==> config.mk <==
export PLATFORM = sky130hd
export DESIGN_NAME = varint_stream_decoder_unit
export DESIGN_NICKNAME = d
export VERILOG_FILES = /design/src/hw/rtl/vsd_pkg.sv /design/src/hw/rtl/vsd_in_stage.sv /design/src/hw/rtl/vsd_core.sv /design/src/hw/rtl/vsd_out_stage.sv /design/src/hw/rtl/varint_stream_decoder_unit.sv
export SDC_FILE = /design/constraint.sdc
export NUM_CORES = 1
export LEC_CHECK = 0
export BUFFER_PORTS_ARGS = -buffer_cell sky130_fd_sc_hd__buf_2
export CORE_MARGIN = 4
export CORE_UTILIZATION = 35
export DETAILED_ROUTE_END_ITERATION = 12
export HOLD_SLACK_MARGIN = 0.08
export PLACE_DENSITY = 0.55
export SYNTH_ARGS = -nofsm -noshare
export SYNTH_HDL_FRONTEND = slang
export SYNTH_SLANG_ARGS = --single-unit
==> constraint.sdc <==
create_clock -name clock -period 12.2 [get_ports clock]
set_input_delay 1.22 -clock clock [delete_from_list [all_inputs] [get_ports clock]]
set_output_delay 1.22 -clock clock [all_outputs]
set_load 0.02 [all_outputs]
==> src/hw/rtl/vsd_pkg.sv <==
package vsd_pkg;

   // register indexes on the csr port
   localparam logic [1:0] CSR_DECODE_MODE  = 2'd0;
   localparam logic [1:0] CSR_LIMIT_ENABLE = 2'd1;
   localparam logic [1:0] CSR_MAX_ITEMS    = 2'd2;

   localparam int CSR_DATA_W = 16;

   // field widths
   localparam int BYTE_W  = 8;
   localparam int VALUE_W = 64;
   localparam int GROUP_W = 4;
   localparam int COUNT_W = 16;

   // groups past this count no longer land in the accumulator
   localparam logic [GROUP_W-1:0] GROUP_CAP = 4'd10;
   localparam logic [COUNT_W-1:0] COUNT_MAX = 16'hFFFF;

   typedef enum logic [1:0] {
      MODE_UNSIGNED = 2'd0,
      MODE_SIGNED   = 2'd1,
      MODE_ZIGZAG   = 2'd2,
      MODE_RESERVED = 2'd3
   } decode_mode_type;

   typedef struct packed {
      decode_mode_type      decode_mode;
      logic                 limit_enable;
      logic [COUNT_W-1:0]   max_items;
   } cfg_type;

   typedef struct packed {
      logic                 valid;
      logic [VALUE_W-1:0]   value;
      logic                 status;
      logic                 list_end;
   } result_type;

endpackage

==> src/hw/rtl/vsd_in_stage.sv <==
module vsd_in_stage
   import vsd_pkg::*;
(
   input  logic              clock,
   input  logic              reset,
   input  logic              req_tvalid,
   output logic              req_tready,
   input  logic [BYTE_W-1:0] req_tdata,
   input  logic              req_tlast,
   input  logic              out_free,
   output logic              advance,
   output logic [BYTE_W-1:0] byte_out,
   output logic              last_out
);

   logic              in_vld_ff;
   logic              in_vld_in;
   logic [BYTE_W-1:0] in_byte_ff;
   logic              in_last_ff;
   logic              take;

   // word moves on to the decoder when the result side can hold its result
   assign advance    = in_vld_ff & out_free;
   assign req_tready = ~in_vld_ff | out_free;
   assign take       = req_tvalid & req_tready;
   assign byte_out   = in_byte_ff;
   assign last_out   = in_last_ff;

   always_comb begin
      in_vld_in = in_vld_ff;
      if (take) begin
         in_vld_in = 1'b1;
      end else if (advance) begin
         in_vld_in = 1'b0;
      end
   end

   always_ff @(posedge clock) begin
      if (reset) begin
         in_vld_ff <= 1'b0;
      end else begin
         in_vld_ff <= in_vld_in;
      end
   end

   // payload holds no reset
   always_ff @(posedge clock) begin
      if (take) begin
         in_byte_ff <= req_tdata;
         in_last_ff <= req_tlast;
      end
   end

endmodule

==> src/hw/rtl/vsd_core.sv <==
module vsd_core
   import vsd_pkg::*;
(
   input  logic              clock,
   input  logic              reset,
   input  cfg_type           cfg,
   input  logic              advance,
   input  logic [BYTE_W-1:0] data_byte,
   input  logic              buffer_end,
   output result_type        result
);

   logic [VALUE_W-1:0] acc_ff, acc_in;
   logic [GROUP_W-1:0] group_ff, group_in;
   logic [COUNT_W-1:0] items_ff, items_in;
   logic               hit_ff, hit_in;

   logic               hit_now;
   logic               group_open;
   logic [5:0]         shamt;
   logic [VALUE_W-1:0] acc_new;
   logic [VALUE_W-1:0] mode_value;
   logic [COUNT_W-1:0] items_inc;
   logic               done;
   logic               stop;

   // limit check against the count before this word
   assign hit_now    = hit_ff | (cfg.limit_enable & (items_ff >= cfg.max_items));
   assign group_open = group_ff < GROUP_CAP;
   assign shamt      = 6'({2'b00, group_ff} * 6'd7);
   assign done       = ~data_byte[BYTE_W-1];

   // place seven payload bits at the current group
   always_comb begin
      acc_new = acc_ff;
      if (group_open) begin
         acc_new = acc_ff | ({{(VALUE_W-7){1'b0}}, data_byte[6:0]} << shamt);
      end
   end

   // saturating value count
   assign items_inc = (items_ff == COUNT_MAX) ? items_ff : items_ff + 16'd1;
   assign stop      = cfg.limit_enable & (items_inc >= cfg.max_items);

   // zigzag undoes the sign fold, other modes pass the bits
   always_comb begin
      case (cfg.decode_mode)
         MODE_ZIGZAG: mode_value = (acc_new >> 1) ^ {VALUE_W{acc_new[0]}};
         MODE_UNSIGNED,
         MODE_SIGNED,
         MODE_RESERVED: mode_value = acc_new;
         default: mode_value = acc_new;
      endcase
   end

   // result for the word in flight
   always_comb begin
      result.valid    = advance & ~hit_now & (done | buffer_end);
      result.value    = done ? mode_value : '0;
      result.status   = ~done;
      result.list_end = done ? (buffer_end | stop) : 1'b1;
   end

   // next decoder state
   always_comb begin
      acc_in   = acc_ff;
      group_in = group_ff;
      items_in = items_ff;
      hit_in   = hit_ff;
      if (advance) begin
         if (buffer_end) begin
            acc_in   = '0;
            group_in = '0;
            items_in = '0;
            hit_in   = 1'b0;
         end else if (hit_now) begin
            hit_in = 1'b1;
         end else if (done) begin
            acc_in   = '0;
            group_in = '0;
            items_in = items_inc;
            hit_in   = stop;
         end else begin
            acc_in   = acc_new;
            group_in = group_open ? group_ff + 4'd1 : group_ff;
         end
      end
   end

   always_ff @(posedge clock) begin
      if (reset) begin
         acc_ff   <= '0;
         group_ff <= '0;
         items_ff <= '0;
         hit_ff   <= 1'b0;
      end else begin
         acc_ff   <= acc_in;
         group_ff <= group_in;
         items_ff <= items_in;
         hit_ff   <= hit_in;
      end
   end

endmodule

==> src/hw/rtl/vsd_out_stage.sv <==
module vsd_out_stage
   import vsd_pkg::*;
(
   input  logic               clock,
   input  logic               reset,
   input  result_type         result,
   output logic               out_free,
   output logic               rsp_tvalid,
   input  logic               rsp_tready,
   output logic [VALUE_W-1:0] rsp_tdata,
   output logic               rsp_tuser,
   output logic               rsp_tlast
);

   logic               rsp_vld_ff, rsp_vld_in;
   logic [VALUE_W-1:0] rsp_value_ff;
   logic               rsp_status_ff;
   logic               rsp_last_ff;

   // room for a new result when empty or being drained this cycle
   assign out_free   = ~rsp_vld_ff | rsp_tready;
   assign rsp_tvalid = rsp_vld_ff;
   assign rsp_tdata  = rsp_value_ff;
   assign rsp_tuser  = rsp_status_ff;
   assign rsp_tlast  = rsp_last_ff;

   always_comb begin
      rsp_vld_in = rsp_vld_ff;
      if (result.valid) begin
         rsp_vld_in = 1'b1;
      end else if (rsp_tready) begin
         rsp_vld_in = 1'b0;
      end
   end

   always_ff @(posedge clock) begin
      if (reset) begin
         rsp_vld_ff <= 1'b0;
      end else begin
         rsp_vld_ff <= rsp_vld_in;
      end
   end

   always_ff @(posedge clock) begin
      if (result.valid) begin
         rsp_value_ff  <= result.value;
         rsp_status_ff <= result.status;
         rsp_last_ff   <= result.list_end;
      end
   end

endmodule

==> src/hw/rtl/varint_stream_decoder_unit.sv <==
// Varint stream decoder.
// The req_ channel carries one encoded byte per word, tlast on the final byte
// of a buffer. The rsp_ channel carries one decoded 64-bit value per word
// (tdata), an incomplete flag in tuser and tlast on the last value of the
// buffer. A continuation byte gives no rsp word unless it ends the buffer.
// The csr_ port writes decode mode, limit enable and item limit; write only
// while no bytes are in flight.
// Throughput is one byte per cycle while the receiver keeps up: an input
// register feeds a decode step of one shift and OR into the accumulator,
// and a result register follows. An accepted byte moves through the decode
// step into the result register, which drives rsp_tvalid, once it is free.
// When the receiver stalls, the result register holds its word and one more
// byte waits in the input register; req_tready then drops.
// Reset clears both valid flags, the accumulator, the group and value counts,
// the limit latch and the csr registers (unsigned mode, no limit).
module varint_stream_decoder_unit
   import vsd_pkg::*;
(
   input  logic                  clock,
   input  logic                  reset,
   // request channel
   input  logic                  req_tvalid,
   output logic                  req_tready,
   input  logic [BYTE_W-1:0]     req_tdata,   // [7:0] data_byte
   input  logic                  req_tlast,
   // response channel
   output logic                  rsp_tvalid,
   input  logic                  rsp_tready,
   output logic [VALUE_W-1:0]    rsp_tdata,   // [63:0] value
   output logic                  rsp_tuser,   // [0] status
   output logic                  rsp_tlast,
   // configuration writes
   input  logic                  csr_wr_en,
   input  logic [1:0]            csr_index,
   input  logic [CSR_DATA_W-1:0] csr_wdata
);

   decode_mode_type    mode_ff;
   logic               limit_en_ff;
   logic [COUNT_W-1:0] max_items_ff;
   cfg_type            cfg;

   logic               out_free;
   logic               advance;
   logic [BYTE_W-1:0]  cur_byte;
   logic               cur_last;
   result_type         result;

   // csr registers
   always_ff @(posedge clock) begin
      if (reset) begin
         mode_ff      <= MODE_UNSIGNED;
         limit_en_ff  <= 1'b0;
         max_items_ff <= '0;
      end else if (csr_wr_en) begin
         case (csr_index)
            CSR_DECODE_MODE:  mode_ff      <= decode_mode_type'(csr_wdata[1:0]);
            CSR_LIMIT_ENABLE: limit_en_ff  <= csr_wdata[0];
            CSR_MAX_ITEMS:    max_items_ff <= csr_wdata[COUNT_W-1:0];
            default: ;
         endcase
      end
   end

   assign cfg.decode_mode  = mode_ff;
   assign cfg.limit_enable = limit_en_ff;
   assign cfg.max_items    = max_items_ff;

   vsd_in_stage u_in_stage (
      .clock      (clock),
      .reset      (reset),
      .req_tvalid (req_tvalid),
      .req_tready (req_tready),
      .req_tdata  (req_tdata),
      .req_tlast  (req_tlast),
      .out_free   (out_free),
      .advance    (advance),
      .byte_out   (cur_byte),
      .last_out   (cur_last)
   );

   vsd_core u_core (
      .clock      (clock),
      .reset      (reset),
      .cfg        (cfg),
      .advance    (advance),
      .data_byte  (cur_byte),
      .buffer_end (cur_last),
      .result     (result)
   );

   vsd_out_stage u_out_stage (
      .clock      (clock),
      .reset      (reset),
      .result     (result),
      .out_free   (out_free),
      .rsp_tvalid (rsp_tvalid),
      .rsp_tready (rsp_tready),
      .rsp_tdata  (rsp_tdata),
      .rsp_tuser  (rsp_tuser),
      .rsp_tlast  (rsp_tlast)
   );

endmodule

==> impl_metrics.json, run 1 <==
{
  "cell_internal_pwr_mw": 0.971,
  "fin_ws_ps": 6820,
  "syn_area_per_cell_sq_um": 9.83,
  "critPathMaxFanout": 32,
  "swShare": 0.284,
  "min_path_type": "reg -> reg",
  "routed_wl_mm": 27.3,
  "layout.nets": 1132,
  "drv_cap": 0,
  "reg2reg_slack_ps": 6820,
  "r2r_cells": 11,
  "endpoint": "u_out_stage.rsp_tdata[41]",
  "yosys_warnings": 0,
  "rows": 60,
  "start_util": 0.359,
  "drive_gt1_frac": 0.164,
  "first_pass_iters": 5,
  "grt_pass1_wl_mm": 42.5,
  "powerDensity_nw_per_um2": 121,
  "max_slew_margin": 0.151,
  "dpl_worst_slack_ps": 6830,
  "ys.flop_type": "dfxtp_1",
  "numClockSinks": 181,
  "ios": 100,
  "synth_fp_nets": 1069,
  "die_h_microns": 175,
  "critical-path-top-delay-family": "adder cells",
  "core-area_sq_um": 27200,
  "clk_pin_slew_worst_paths_ps": 90,
  "drtIter0Drc": 685,
  "hold_buffers": 0,
  "setup_viol": 0,
  "hpwlAfterDp_mm": 19.7,
  "overflow": 0,
  "clock_latency_ps": 440,
  "critPathSlowestCell": "fa_1",
  "synth_area_sq_um": 9760,
  "h-tree-depth": 4,
  "min_period_ps": 5380,
  "peakVddDrop_uv": 79.0,
  "synth_edf_count": 75,
  "slowest_delay_ps": 760,
  "synthArstFlopShare": 0,
  "wl_per_cell_microns": 18.9,
  "path_buf_inv": 3,
  "worstSetupPathType": "reg -> reg",
  "fillers": 2736,
  "synth.area.top_cells": "edfxtp_1, dfxtp_1, ha_1, o211a_1, a21o_1",
  "p_leak_nw": 4.80,
  "seq_area_frac_synth": 0.448,
  "area_growth_pct": 14.9,
  "power_frac_comb": 0.097,
  "gp_congestion": 0.899,
  "switchingPower_mw": 0.386,
  "worstSetupStartpointType": "flip-flop",
  "clk_path_buf_depth": 2,
  "finClkSkew_ps": 14.7,
  "yosys_register_bits": 181,
  "cp-end-kind": "flip-flop",
  "layout_commonest_cell": "dfxtp_1",
  "slew_viol_final": 0,
  "vias": 7979,
  "critPathArrivalTime_ps": 5630,
  "port_buffers": 99,
  "fin_setup_tns_ps": 0,
  "fin_crit_sh": 0.441,
  "grt_max_degree": 66,
  "final_cell_mix": "dfxtp_1, buf_2, nand2_1",
  "cts_buffers": 17,
  "vias_per_cell": 5.54,
  "cts_tree": "yes",
  "crit_chain": "fa_1 > ha_1 > inv_1 > fa_1 > inv_1 > or4_1 > mux2i_4 > a21o_1 > buf_4 > nand2_1 > o221ai_1",
  "tightest_slew_ps": 1270,
  "grt.total_usage": 0.175,
  "cts-resized-gates": 0,
  "crit_required_ps": 12460,
  "antenna_cells": 0,
  "grt_setup_unrepaired": "false",
  "synthCells": 993,
  "status": "finished, final reports clean",
  "final_hold_viol_count": 0,
  "post_cts_buffers": 0,
  "startpoint": "u_core.group_ff[0]",
  "ant_nets": 0,
  "grt_antenna_before_repair": 0,
  "synth_cell_types": 74,
  "die_x_microns": 175,
  "clkPwrFrac": 0.420,
  "timing.rr.start": "u_core.group_ff[0]",
  "root_buffer": "clkbuf_16",
  "drc": 0,
  "p_seq_frac": 0.482,
  "yosys.area.top_type": "edfxtp_1",
  "worst-path-stages": 11,
  "grt_pass1_vias": 7460,
  "worstReg2RegEnd": "u_out_stage.rsp_tdata[41]",
  "synth.top_cell.area_share": 0.231,
  "fmax_mhz": 186,
  "die_area_sq_um": 30600
}
-- area by class of cell --
type	count	area (sq um)	share of cell area
sequential	181	4370	0.390
multi-input combinational	688	4930	0.440
clock inverter	15	196	0.0175
tap	372	465	0.0415
timing repair buffer	115	616	0.0549
inverter	53	199	0.0177
clock buffer	17	425	0.0379
-- worst min-delay path by stage --
stage / startpoint / end / slack (ps) / cells past startpoint
global placement: u_core.acc_ff[30] / u_core.acc_ff[30] / 440 / 2
floorplan: u_in_stage.byte_out[7] / u_out_stage.rsp_tuser / 420 / 0
global route: u_core.acc_ff[12] / u_core.acc_ff[12] / 470 / 2
finish: max_items_ff[4] / max_items_ff[4] / 460 / 2
detailed placement: u_core.acc_ff[56] / u_core.acc_ff[56] / 440 / 2
CTS: u_core.acc_ff[56] / u_core.acc_ff[56] / 460 / 2
-- power by group through the flow --
| stage | logic (mW) | clock network [mW] | registers [mW] |
|---|---|---|---|
| floorplan | 0.0759 | 0 | 0.680 |
| global placement | 0.132 | 0 | 0.669 |
| detailed placement | 0.132 | 0 | 0.669 |
| CTS | 0.132 | 0.586 | 0.655 |
| global route | 0.143 | 0.609 | 0.656 |
| finish | 0.132 | 0.570 | 0.654 |
-- synth_stat cells, types with 7 or more instances --
| library cell | count |
|---|---|
| dfxtp_1 | 106 |
| nand2_1 | 78 |
| edfxtp_1 | 75 |
| a21oi_1 | 57 |
| clkbuf_1 | 57 |
| inv_1 | 53 |
| a21o_1 | 46 |
| a211oi_1 | 45 |
| nor2_1 | 41 |
| o211a_1 | 41 |
| ha_1 | 40 |
| nand3_1 | 28 |
| o21ai_0 | 27 |
| xnor2_1 | 24 |
| a22oi_1 | 22 |
| o221ai_1 | 20 |
| nor3_1 | 19 |
| a221o_1 | 18 |
| nand2b_1 | 13 |
| o211ai_1 | 11 |
| mux2_2 | 9 |
| and2_1 | 8 |
| buf_1 | 8 |
| nand4_1 | 8 |
| nor2b_1 | 8 |
| o21ai_1 | 8 |
| and3_1 | 7 |
| mux2i_1 | 7 |
| nor4_1 | 7 |
| o21a_1 | 7 |
-- stage by stage --
stage                     instance area [sq um]  instances  hold WS [ps]  power, mW   util
final                                     11200       1441           456       1.36  0.413
after global routing                      11200       1441           472       1.41  0.413
after CTS                                 11200       1441           460       1.37  0.413
after detailed placement                  10600       1409           445      0.801  0.390
after global placement                    10600       1409           443      0.801  0.390
after floorplan                            9760        993           424      0.755      -
-- cell families (layout without fill, tap and decap cells) --
kind of cell | count (synthesis) | in the layout | synth area share
AND/OR/NAND/NOR | 250 | 250 | 0.128
AO/OA/AOI/OAI | 350 | 350 | 0.270
buffers and inverters | 124 | 200 | 0.0494
flip-flops | 181 | 181 | 0.448
multiplexers | 18 | 18 | 0.0222
XOR/XNOR | 26 | 26 | 0.0233
adder cells (fa/ha/maj) | 44 | 44 | 0.0595
-- registers in the layout (all words and copies together) (netlist names) --
register / count
u_in_stage.last_out: 1
u_core.group_ff: 4
u_in_stage.in_vld_ff: 1
u_out_stage.rsp_tdata: 64
u_in_stage.byte_out: 8
mode_ff: 2
u_core.hit_ff: 1
u_core.acc_ff: 64
u_out_stage.rsp_tvalid: 1
max_items_ff: 16
u_out_stage.rsp_tlast: 1
u_out_stage.rsp_tuser: 1
u_core.items_ff: 16
limit_en_ff: 1
-- tightest hold or removal path, stage by stage, from the launching register on --
cell and delay (ps):
dfxtp_1 310, nand2_1 50, a21oi_1 50
-- metal layers --
layer  GRT usage  vias to the layer above  part of all wire
met5           0                        -                 0
met3      0.0296                       32             0.047
li1            -                     3909                 -
met1       0.252                     3831              0.49
met2       0.274                      207              0.45
met4      0.0471                        0             0.017
Note: power is estimated with default switching activity, not from simulation.
==> run 2: changes to the inputs <==
--- a/config.mk
+++ b/config.mk
@@ -10,7 +10,7 @@
 export CORE_UTILIZATION = 35
 export DETAILED_ROUTE_END_ITERATION = 12
 export HOLD_SLACK_MARGIN = 0.08
-export PLACE_DENSITY = 0.55
+export PLACE_DENSITY = 0.57
 export SYNTH_ARGS = -nofsm -noshare
 export SYNTH_HDL_FRONTEND = slang
 export SYNTH_SLANG_ARGS = --single-unit
==> constraint.sdc (replaced) <==
create_clock -name clock -period 4.9 [get_ports clock]
set_input_delay 0.49 -clock clock [delete_from_list [all_inputs] [get_ports clock]]
set_output_delay 0.49 -clock clock [all_outputs]
set_load 0.02 [all_outputs]
==> run 2 against run 1 <==
Critical path depth unchanged. Worst hold slack worse by 240 ps. Clock power increased to 2.5 times the previous value. Highest routed layer unchanged. Via count increased by 1.9%. Clock skew increased by 5.1 ps. Die area is the same. Flip-flop and latch count unchanged. Sequential share of layout area fell by 0.28 points. Combinational power grew 150%. Non-clock buffer count is 8 higher. Worst setup slack lost 6000 ps. Core utilization up 0.29 points.
==> impl_metrics.json, run 2 (synthesis gave the netlist of run 1 again) <==
{
  "vias": 8134,
  "grt_setup_unrepaired": "false",
  "hpwlAfterDp_mm": 19.8,
  "worstSetupPathType": "reg -> reg",
  "r2r_cells": 11,
  "fillers": 2697,
  "powerDensity_nw_per_um2": 300,
  "drtIter0Drc": 828,
  "clk_path_buf_depth": 2,
  "die_h_microns": 175,
  "post_cts_buffers": 0,
  "cp_common_cell": "fa_1",
  "grt_antenna_before_repair": 0,
  "critPathArrivalTime_ps": 4250,
  "gp_congestion": 0.847,
  "startpoint": "u_core.group_ff[1]",
  "ant_nets": 0,
  "first_pass_iters": 5,
  "routed_wl_mm": 27.4,
  "min_period_ps": 4100,
  "critical-path-top-delay-family": "adder cells",
  "clock_latency_ps": 450,
  "layout.nets": 1140,
  "endpoint": "u_out_stage.rsp_tdata[61]",
  "cts-resized-gates": 0,
  "cell_internal_pwr_mw": 2.42,
  "finClkSkew_ps": 19.8,
  "fin_crit_sh": 0.837,
  "grt.total_usage": 0.179,
  "drive_gt1_frac": 0.170,
  "tightest_slew_ps": 1160,
  "worstSetupStartpointType": "flip-flop",
  "area_growth_pct": 15.7,
  "cp-end-kind": "flip-flop",
  "worstReg2RegEnd": "u_out_stage.rsp_tdata[61]",
  "layout_commonest_cell": "dfxtp_1",
  "grt_pass1_wl_mm": 43.8,
  "peakVddDrop_uv": 139,
  "path_buf_inv": 2,
  "fin_ws_ps": 800,
  "fin_cells": 1449,
  "critPathMaxFanout": 16,
  "swShare": 0.287,
  "wl_per_cell_microns": 18.9,
  "fin_setup_tns_ps": 0,
  "status": "finished, final reports clean",
  "crit_chain": "fa_1 > ha_1 > inv_1 > fa_1 > xnor2_1 > or4_4 > mux2i_4 > a21oi_1 > buf_4 > nand2_1 > o221ai_1",
  "start_util": 0.359,
  "final_hold_viol_count": 0,
  "clk_pin_slew_worst_paths_ps": 80,
  "drv_cap": 0,
  "slew_viol_final": 0,
  "max_slew_margin": 0.225,
  "root_buffer": "clkbuf_16",
  "overflow": 0,
  "rows": 60,
  "worst-path-stages": 11,
  "crit_required_ps": 5050,
  "die_x_microns": 175,
  "p_leak_nw": 4.84,
  "numClockSinks": 181,
  "cts_tree": "yes",
  "die_area_sq_um": 30600,
  "antenna_cells": 0,
  "grt_max_degree": 56,
  "cts_buffers": 17,
  "critPathSlowestCell": "or4_4",
  "port_buffers": 99,
  "timing.rr.start": "u_core.group_ff[1]",
  "fmax_mhz": 244,
  "min_path_type": "in -> reg",
  "switchingPower_mw": 0.971,
  "clkPwrFrac": 0.422,
  "final_cell_mix": "dfxtp_1, buf_2, nand2_1",
  "h-tree-depth": 4,
  "reg2reg_slack_ps": 800,
  "fin_util": 0.415,
  "slowest_delay_ps": 550,
  "drc": 0,
  "dpl_worst_slack_ps": 812,
  "setup_viol": 0,
  "ios": 100,
  "hold_buffers": 0,
  "power_frac_comb": 0.097,
  "core-area_sq_um": 27200,
  "grt_pass1_vias": 7747,
  "placed_cells": 1417,
  "vias_per_cell": 5.61,
  "p_seq_frac": 0.481
}
[run 2: cell types whose count changed in the layout (fill, tap and decap cells not counted)]
cell       before  now
clkinv_4        1    2
a2111oi_2       1    0
buf_4          16   24
a2111oi_4       0    1
inv_8           5    2
clkinv_8        5    7
[run 2: how the worst min path moves through the flow]
stage / startpoint / to / slack (ps) / depth (start not counted)
after floorplan: u_in_stage.byte_out[7] / u_out_stage.rsp_tuser / 420 / 0
after global placement: u_core.acc_ff[44] / u_core.acc_ff[44] / 440 / 2
after detailed placement: u_core.acc_ff[7] / u_core.acc_ff[7] / 440 / 2
after CTS: req_tdata[0] / u_in_stage.byte_out[0] / 200 / 1
after global routing: req_tdata[5] / u_in_stage.byte_out[5] / 200 / 1
final: req_tdata[0] / u_in_stage.byte_out[0] / 210 / 1
[run 2: metrics by stage]
stage	area, sq um	total power, mW	hold WS, ps
6_report	11300	3.39	215
5_1_grt	11300	3.52	199
4_1_cts	11300	3.42	199
3_5_place_dp	10700	1.99	444
3_3_place_gp	10700	1.99	443
2_1_floorplan	9760	1.88	424
[run 2: routing by layer]
layer | vias up | global-route usage | part of all wire
met2 | 246 | 0.274 | 0.45
met3 | 26 | 0.0318 | 0.052
met4 | 0 | 0.0501 | 0.014
met5 | - | 0 | 0
li1 | 3922 | - | -
met1 | 3940 | 0.259 | 0.48
[run 2: power groups by stage]
stage / Clock (mW) / Sequential, mW / Combinational (mW)
2_1_floorplan: 0 / 1.69 / 0.189
3_3_place_gp: 0 / 1.67 / 0.326
3_5_place_dp: 0 / 1.67 / 0.329
4_1_cts: 1.46 / 1.63 / 0.330
5_1_grt: 1.53 / 1.63 / 0.357
6_report: 1.43 / 1.63 / 0.329
[run 2: worst reg2reg max path: stages (launching register included)]
cell,delay (ps)
dfxtp_1,400
fa_1,550
ha_1,170
inv_1,60
fa_1,410
xnor2_1,260
or4_4,550
mux2i_4,350
a21oi_1,130
buf_4,200
nand2_1,490
o221ai_1,230
[run 2: final cells by class]
class | instances | area, sq um | share of cell area
Multi-Input combinational cell | 688 | 4950 | 0.438
Sequential cell | 181 | 4370 | 0.387
Timing Repair Buffer | 123 | 676 | 0.0598
Tap cell | 372 | 465 | 0.0412
Clock buffer | 17 | 425 | 0.0377
Clock inverter | 15 | 204 | 0.0181
Inverter | 53 | 199 | 0.0176
==> run 3: changes to the inputs <==
--- a/config.mk
+++ b/config.mk
@@ -5,6 +5,7 @@
 export SDC_FILE = /design/constraint.sdc
 export NUM_CORES = 1
 export LEC_CHECK = 0
+export ABC_AREA = 1
 export BUFFER_PORTS_ARGS = -buffer_cell sky130_fd_sc_hd__buf_2
 export CORE_MARGIN = 4
 export CORE_UTILIZATION = 35
==> constraint.sdc (replaced) <==
create_clock -name clock -period 3.41 [get_ports clock]
set_input_delay 0.341 -clock clock [delete_from_list [all_inputs] [get_ports clock]]
set_output_delay 0.341 -clock clock [all_outputs]
set_load 0.02 [all_outputs]
==> run 3 against run 2 <==
Clock power rose by 43%. Routed wire length rose by 8.9%. Worst setup slack got worse by 560 ps. Final area rose by 9.0%. Cell count rose by 37%. Fmax rose by 29%. Largest cell class unchanged. Sequential share of layout area fell by 3.2 points. Critical path depth rose by 1. Register-to-register slack got worse by 560 ps. First-iteration DRC count fell by 4.8%.
==> impl_metrics.json, run 3 <==
{
  "critPathArrivalTime_ps": 3350,
  "ios": 100,
  "tightest_slew_ps": 982,
  "gp_congestion": 0.892,
  "fin_cells": 1978,
  "yosys_register_bits": 181,
  "synth.top_cell.area_share": 0.214,
  "fin_setup_tns_ps": 0,
  "synthArstFlopShare": 0,
  "timing.rr.start": "u_core.group_ff[1]",
  "min_path_type": "in -> reg",
  "grt_max_degree": 64,
  "slowest_delay_ps": 450,
  "worstSetupStartpointType": "flip-flop",
  "vias": 9839,
  "cts_buffers": 17,
  "drive_gt1_frac": 0.124,
  "wl_per_cell_microns": 15.1,
  "yosysMostFrequentCell": "nand2_1",
  "grt_setup_unrepaired": "true",
  "syn_area_per_cell_sq_um": 7.12,
  "max_slew_margin": 0.343,
  "routed_wl_mm": 29.9,
  "cts_tree": "yes",
  "grt_antenna_before_repair": 0,
  "hpwlAfterDp_mm": 21.0,
  "powerDensity_nw_per_um2": 467,
  "fin_crit_sh": 0.929,
  "slew_viol_final": 0,
  "ys_top_cells_by_count": "nand2_1, nand3_1, inv_1, a21oi_1",
  "worstSetupPathType": "reg -> reg",
  "drc": 0,
  "die_area_sq_um": 32900,
  "startpoint": "u_core.group_ff[1]",
  "synth_fp_nets": 1552,
  "power_mw": 5.75,
  "synth_cell_types": 33,
  "die_x_microns": 181,
  "fillers": 3131,
  "h-tree-depth": 4,
  "ys.flop_type": "dfxtp_1",
  "area_growth_pct": 17.1,
  "drv_cap": 0,
  "layout.nets": 1651,
  "synth_area_sq_um": 10500,
  "seq_area_frac_synth": 0.416,
  "crit_required_ps": 3590,
  "final_hold_viol_count": 0,
  "root_buffer": "clkbuf_16",
  "rows": 63,
  "finClkSkew_ps": 13.4,
  "layout_commonest_cell": "nand2_1",
  "final_cell_mix": "nand2_1, nand3_1, inv_1",
  "numClockSinks": 181,
  "setup_viol": 0,
  "placed_cells": 1937,
  "vias_per_cell": 4.97,
  "synth.area.top_cells": "edfxtp_1, dfxtp_1, nand3_1, nand2_1, inv_1",
  "die_h_microns": 181,
  "crit_chain": "fa_1 > ha_1 > inv_1 > fa_1 > buf_4 > o21ai_0 > buf_4 > nand3_1 > nand2_1 > o21ai_0 > a21oi_1 > nor2_1",
  "yosys_warnings": 0,
  "place_area_sq_um": 11600,
  "grt_pass1_wl_mm": 49.1,
  "antenna_cells": 0,
  "clock_latency_ps": 440,
  "first_pass_iters": 6,
  "yosys.area.top_type": "edfxtp_1",
  "fmax_mhz": 316,
  "core-area_sq_um": 29600,
  "critPathMaxFanout": 12,
  "grt.total_usage": 0.182,
  "finalHoldWorstSlack_ps": 170,
  "drtIter0Drc": 788,
  "p_leak_nw": 5.76,
  "min_period_ps": 3170,
  "min_from": "req_tvalid",
  "clk_pin_slew_worst_paths_ps": 70,
  "synth_edf_count": 75,
  "cp-end-kind": "flip-flop",
  "clk_path_buf_depth": 2,
  "ant_nets": 0,
  "peakVddDrop_uv": 301,
  "overflow": 0,
  "start_util": 0.355,
  "grt_pass1_vias": 9307,
  "fin_area_sq_um": 12300,
  "status": "finished, final reports clean",
  "port_buffers": 99,
  "synthCells": 1476,
  "critPathSlowestCell": "fa_1"
}
## run 3: changes by cell type after synthesis, sizes merged, moves of 41 or more
cell / previous run / this run
a211oi: 45 / 0
a21o: 46 / 0
a21oi: 57 / 140
inv: 53 / 220
nand2: 78 / 294
nand3: 28 / 248
nor2: 42 / 108
o211a: 41 / 0
o21ai: 35 / 107
## run 3: cells by family (layout without fill, tap and decap cells)
family	count (synthesis)	count (layout)	synth area share
flops	181	181	0.416
compound gates	257	257	0.126
fa+ha+maj	44	44	0.0552
simple gates	685	685	0.282
xor+xnor	13	13	0.0115
buf+inv	296	408	0.109
## run 3: worst paths after layout
check / cells past startpoint / to / slack, ps
worst min-delay path: 3 / u_in_stage.in_vld_ff / 170
worst max-delay path: 12 / u_out_stage.rsp_tdata[58] / 240
worst min register to register: 2 / u_core.acc_ff[30] / 440
worst max register to register: 12 / u_out_stage.rsp_tdata[58] / 240
## run 3: final cells by class
class                           count  area, sq um  area share
Timing Repair Buffer              155         1000      0.0813
Sequential cell                   181         4370       0.355
Tap cell                          390          488      0.0396
Inverter                          221          830      0.0674
Multi-Input combinational cell    999         5010       0.407
Clock buffer                       18          429      0.0349
Clock inverter                     14          173      0.0140
## run 3: timing repair
item / 4_1_cts / 5_1_grt
resized for setup: 0 / 7
buffers inserted: 0 / 0
setup endpoints to repair: 0 / 15
hold buffers: 9 / 0
endpoints found under the hold margin: 9 / 0
## run 3: worst max-delay path, delay by kind of cell (launching register included)
family,cells,cell delay (ps)
simple gates,3,330
compound gates,3,570
flops,1,430
buf+inv,3,480
fa+ha+maj,3,1090
## run 3: per-stage QoR
stage           util  worst slack (ps)
6_report       0.415               241
2_1_floorplan      -               392
3_5_place_dp   0.392              60.0
5_1_grt        0.415            -0.605
3_3_place_gp   0.392               131
4_1_cts        0.415              45.7
## run 3: metal layers
metal | GRT usage | vias up | share of wire
met5 | 0 | - | 0
met4 | 0.0477 | 0 | 0.013
met2 | 0.293 | 260 | 0.46
met1 | 0.257 | 4506 | 0.47
met3 | 0.0288 | 25 | 0.051
li1 | - | 5048 | -
## run 3: power breakdown
group | total (mW) | switching, mW | leakage, nW | internal [mW]
registers | 2.38 | 0.0307 | 1.58 | 2.35
logic | 1.32 | 0.925 | 3.89 | 0.398
clock network | 2.05 | 0.939 | 0.291 | 1.11
total | 5.75 | 1.90 | 5.76 | 3.85
